## config.mk

```make
export PLATFORM = sky130hd
export DESIGN_NAME = cosw_front
export DESIGN_NICKNAME = d
export VERILOG_FILES = /design/src/design/cosine_lr_with_warmup_top_assert.svh /design/src/design/cosw_pkg.sv /design/src/design/cosw_front.sv
export SDC_FILE = /design/constraint.sdc
export NUM_CORES = 2
export LEC_CHECK = 0
export BUFFER_PORTS_ARGS = -buffer_cell sky130_fd_sc_hd__buf_2
export CORE_MARGIN = 1
export CORE_UTILIZATION = 40
export DETAILED_ROUTE_END_ITERATION = 10
export PLACE_DENSITY = 0.53
export SYNTH_ARGS = -nofsm -noshare
export SYNTH_HDL_FRONTEND = slang
export SYNTH_SLANG_ARGS = --single-unit
export TNS_END_PERCENT = 100
```

## constraint.sdc

```tcl
create_clock -name i_clk -period 20.6 [get_ports i_clk]
set_input_delay 4.12 -clock i_clk [delete_from_list [all_inputs] [get_ports i_clk]]
set_output_delay 4.12 -clock i_clk [all_outputs]
set_load 0.03 [all_outputs]
```

## src/design/cosine_lr_with_warmup_top_assert.svh

```systemverilog
// assertion macros for the learning-rate schedule top level
// needs i_clk and i_rst_n in the scope of each use
`ifndef COSINE_LR_WITH_WARMUP_TOP_ASSERT_SVH
`define COSINE_LR_WITH_WARMUP_TOP_ASSERT_SVH

// same-cycle implication, checked outside reset
`define AST_IMPL(label, ante, cons) \
    label: assert property (@(posedge i_clk) disable iff (!i_rst_n) (ante) |-> (cons)) \
        else $error("schedule assertion failed");

// next-cycle implication, checked outside reset
`define AST_NEXT(label, ante, cons) \
    label: assert property (@(posedge i_clk) disable iff (!i_rst_n) (ante) |=> (cons)) \
        else $error("schedule assertion failed");

`endif

```

## src/design/cosw_pkg.sv

```systemverilog
// shared types and constants for the schedule pipeline
// no dependencies
package cosw_pkg;

    localparam int FRAC_BITS  = 24;
    localparam int COS_DEPTH  = 256;
    localparam int IDX_W      = $clog2(COS_DEPTH) + 1;
    localparam int P_SHIFT    = $clog2(2 * COS_DEPTH);
    localparam int DIV_STAGES = 32;
    localparam int CFG_IDX_W  = 3;

    localparam logic [31:0] Q30_ONE     = 32'd1073741824;
    localparam longint unsigned HALF_PI = 64'd1686629713;

    typedef enum logic [1:0] {
        PH_WARM  = 2'd0,
        PH_DECAY = 2'd1,
        PH_FLOOR = 2'd2
    } t_phase;

    typedef enum logic [CFG_IDX_W-1:0] {
        REG_PEAK   = 3'd0,
        REG_FLOOR  = 3'd1,
        REG_START  = 3'd2,
        REG_WARMUP = 3'd3,
        REG_DECAY  = 3'd4
    } t_reg_idx;

    typedef struct packed {
        logic [31:0] peak;
        logic [31:0] floor_r;
        logic [31:0] start_r;
        logic [31:0] warmup;
        logic [31:0] decay;
    } t_cfg;

    // item traveling through the divider
    typedef struct packed {
        logic   vld;
        t_phase ph;
    } t_tag;

endpackage

```

## src/design/cosw_front.sv

```systemverilog
// front stages: phase decision, ramp product and dividend setup
// depends on cosw_pkg
module cosw_front import cosw_pkg::*; (
    input  logic        i_clk,
    input  logic        i_rst_n,
    input  logic        i_vld,
    input  logic [31:0] i_step,
    input  t_cfg        i_cfg,
    output t_tag        o_tag,
    output logic [63:0] o_num,
    output logic [31:0] o_den
);

    logic        r_v0;
    logic [31:0] r_step0;

    logic        r_v1;
    t_phase      r_ph1;
    logic [31:0] r_step1;
    logic [31:0] r_d1;
    logic [31:0] r_diff1;

    logic        r_v2;
    t_phase      r_ph2;
    logic [63:0] r_num2;
    logic [31:0] r_den2;

    logic [32:0] w_total;
    t_phase      w_ph;

    assign w_total = {1'b0, i_cfg.warmup} + {1'b0, i_cfg.decay};

    always_comb begin
        priority if ({1'b0, r_step0} >= w_total) begin
            w_ph = PH_FLOOR;
        end else if (r_step0 >= i_cfg.warmup) begin
            w_ph = PH_DECAY;
        end else begin
            w_ph = PH_WARM;
        end
    end

    always_ff @(posedge i_clk) begin
        if (!i_rst_n) begin
            r_v0 <= 1'b0;
            r_v1 <= 1'b0;
            r_v2 <= 1'b0;
        end else begin
            r_v0 <= i_vld;
            r_v1 <= r_v0;
            r_v2 <= r_v1;
        end
    end

    always_ff @(posedge i_clk) begin
        r_step0 <= i_step;
        r_ph1   <= w_ph;
        r_step1 <= r_step0;
        r_d1    <= r_step0 - i_cfg.warmup;
        r_diff1 <= (i_cfg.peak >= i_cfg.start_r) ? (i_cfg.peak - i_cfg.start_r)
                                                  : (i_cfg.start_r - i_cfg.peak);
        r_ph2   <= r_ph1;
        if (r_ph1 == PH_WARM) begin
            r_num2 <= 64'(r_diff1) * 64'(r_step1);
            r_den2 <= i_cfg.warmup;
        end else begin
            r_num2 <= 64'(r_d1) << P_SHIFT;
            r_den2 <= i_cfg.decay;
        end
    end

    assign o_tag = '{vld: r_v2, ph: r_ph2};
    assign o_num = r_num2;
    assign o_den = r_den2;

endmodule

```

==> run metrics <==
Final TNS setup=0 ns; # fillers=about 12000; # Max-Cap Violations=0; post-DP HPWL=just over 100 mm; vias in the first global route=36600; CP Class=flip-flop to flip-flop; Crit. End Element=flip-flop; Die Y=about 340 um; hold bufs inserted after CTS=0; RSZ-0062 raised after global routing=no; WP data arrival=between 9 and 10 ns; post_cts resized=0; Hold Path Class=flip-flop to flip-flop; Final setup viols=0; post-synth cell types=90; Hold Vio Cnt, Final=0; IO Pins=294; total grt overflow=0; post-route ant nets=0; RR Endpoint=o_num[63]; R2R depth=25; top cells by area, synth=fa_1, ha_1, dfxtp_1, and2_1, inv_1; Post-synth top flop=dfxtp_1; CTS tree=done; met2 wire len=70.5 mm; status=finished with violations; Yosys warnings=0; worst slew pin tran=between 1 and 1.5 ns; worst r2r src=r_step1[8]; Tmin final=8.68 ns; final wirelength=135 mm; Die Wd=342 um; Highest Signal Layer=met4; CTS root buf=clkbuf_16; Fmax=between 100 and 150 MHz; layout cell share with drive strength beyond 1=8.08%; Post-synth EDFFs=0; Seq/Total Area, Yosys=9.99%; core area=between 0.1 and 0.15 mm^2; Layout area overhead=7.39%; Worst Min Path Start=r_step0[0]; Final period util=42.1%; global-route wire length before repair=roughly 210 mm; fin nets=between 6000 and 7000; register bit total from synthesis=approximately 230; dominant cell type by area after synthesis=fa_1; asr flop ratio synth=0%; TritonCTS Buffers=28; drt initial violations=approximately 1700; met1 wire length=roughly 55 mm; via count=around 35000; met3 routed WL=around 4.5 mm; Starting Density=40.4%; Synthesized Nets=between 6000 and 7000; Critical Path Start=r_step1[8]; Avg Inst Size Synth=between 8 and 9 um^2; Placer Congestion=between 0.8 and 0.9; H-Tree Depth=1; wire per inst=between 15 and 20 um; Worst-Skew Late Latency=between 0.6 and 0.7 ns; slew margin rel.=25.7%; Critical Path Fanout Max=32; vias per cell=roughly 5.1; row cnt=approximately 120; violated checks=design-rule violations; fin. max-slew vios=0; 1st-pass router iterations=10; startpoint types=flip-flop; total track usage=23.5%; Max clock buf depth=3; PortBufs=between 200 and 300; mapped cell area=0.0463 mm^2; initial antenna violation count=5; synthesized instance count=just over 5000; DRC violations left=20; Post-CTS Setup Bufs=0; clock skew=0.0285 ns; Clock transition at path regs=approximately 0.07 ns; Critical Path End=o_num[63]; die area=around 0.12 mm^2; pin count of the biggest net entering global routing=83; critical path required time=21.08 ns; worst reg-to-reg setup slack=11.92 ns; top-area cell type share of the netlist area=about 40%; CTS sink cnt=roughly 230
-- worst max-delay path: stages, from the launching register on --
cell	delay, ns
dfxtp_2	1.01
nand2_1	0.18
fa_1	0.46
inv_1	0.07
fa_1	0.43
fa_1	0.51
inv_1	0.05
fa_1	0.47
inv_1	0.05
fa_1	0.50
inv_1	0.05
fa_1	0.53
inv_1	0.05
fa_1	0.49
fa_1	0.43
ha_1	0.38
inv_1	0.07
nor2_1	0.19
nand4_1	0.11
a21oi_1	0.37
o21ai_1	0.21
a211oi_1	0.86
o211ai_1	0.29
and2_1	0.28
o31a_1	0.36
mux2i_1	0.13
-- Yosys cell counts (all sizes together), types with 8 or more instances --
master and instances:
nand2 617, dfxtp 231, a211o 10, a211oi 16, clkbuf 239, nand3 42
inv 999, xor2 44, o211ai 12, nor3 27, and2 615, a31oi 23
o21bai 37, o21a 21, nor2 115, a21oi 205, fa 900, o31a 10
o21ai 158, nand2b 23, ha 422, mux2i 13, o31ai 13, nand4 38
nor2b 19, nor4 8, and3 12, xnor2 93, buf 22, or2 9
a21o 106
-- sequential cells by signal, indices dropped and copies added (netlist names) --
signal	count
o_num	64
r_diff1	32
r_step0	32
o_den	32
r_ph2	2
r_v0	1
r_d1	32
r_v2	1
r_step1	32
r_ph1	2
r_v1	1
-- placed cells by master, fill, tap and decap left out, drive strengths merged, types with 8 or more instances in the layout --
cell	n
nor3	27
o211ai	12
nand2	617
ha	422
fa	900
a211o	10
nand3	42
inv	1000
o31a	10
mux2i	13
xnor2	93
o31ai	13
a21oi	205
dfxtp	231
a21o	106
a31oi	23
and2	615
nor2	115
nand4	38
or2	9
a211oi	16
o21a	21
nor4	8
o21bai	37
nor2b	19
buf	314
nand2b	23
xor2	44
and3	12
o21ai	158
clkbuf	40
-- area by class of cell --
class | instances | area (um^2) | share of cell area [%]
repair buffers | 314 | 1700 | 3.43
flip-flops and latches | 231 | 4670 | 9.38
well taps | 1512 | 1890 | 3.80
multi-input cells | 3701 | 36800 | 74.0
clock buffers | 40 | 806 | 1.62
inverters | 999 | 3750 | 7.54
clock inverters | 10 | 96.3 | 0.194
diodes | 3 | 7.51 | 0.0151
-- through the flow --
| step | utilization [%] | cells | worst slack [ns] | cell area, um^2 | hold WS [ns] |
|---|---|---|---|---|---|
| 2_1_floorplan | - | 5196 | 12.80 | 46300 | 0.331 |
| 3_3_place_gp | 42.6 | 6757 | 11.54 | 48800 | 0.342 |
| 3_5_place_dp | 42.6 | 6757 | 11.48 | 48800 | 0.343 |
| 4_1_cts | 43.4 | 6807 | 11.98 | 49700 | 0.354 |
| 5_1_grt | 43.4 | 6807 | 11.46 | 49700 | 0.381 |
| 6_report | 43.4 | 6810 | 11.92 | 49700 | 0.354 |
-- routing by layer --
layer / GRT usage (%) / up-vias
met4: 7.55 / 0
li1: - / 16100
met1: 29.2 / 18000
met5: 0 / -
met2: 42.8 / 733
met3: 1.84 / 192
-- worst min-delay path by stage --
stage	to	depth (start not counted)
global placement	r_step1[0]	0
finish	r_step1[0]	0
CTS	r_step1[0]	0
detailed placement	r_step1[0]	0
global route	r_step1[0]	0
floorplan	r_step1[0]	0
-- logic make-up (layout without fill, tap and decap cells) --
| logic type | after synthesis | after routing | synth area share [%] |
|---|---|---|---|
| buffers and inverters | 1264 | 1363 | 10.5 |
| AND/OR/NAND/NOR | 1553 | 1553 | 17.0 |
| other | 0 | 3 | 0 |
| multiplexers | 15 | 15 | 0.330 |
| adder cells (fa/ha/maj) | 1322 | 1322 | 50.3 |
| flip-flops | 231 | 231 | 9.99 |
| AO/OA/AOI/OAI | 674 | 674 | 9.28 |
| XOR/XNOR | 137 | 137 | 2.59 |
Power is left out: the tool's default activity adds up to more than one toggle a clock period on the data nets, which glitch-free logic cannot reach.
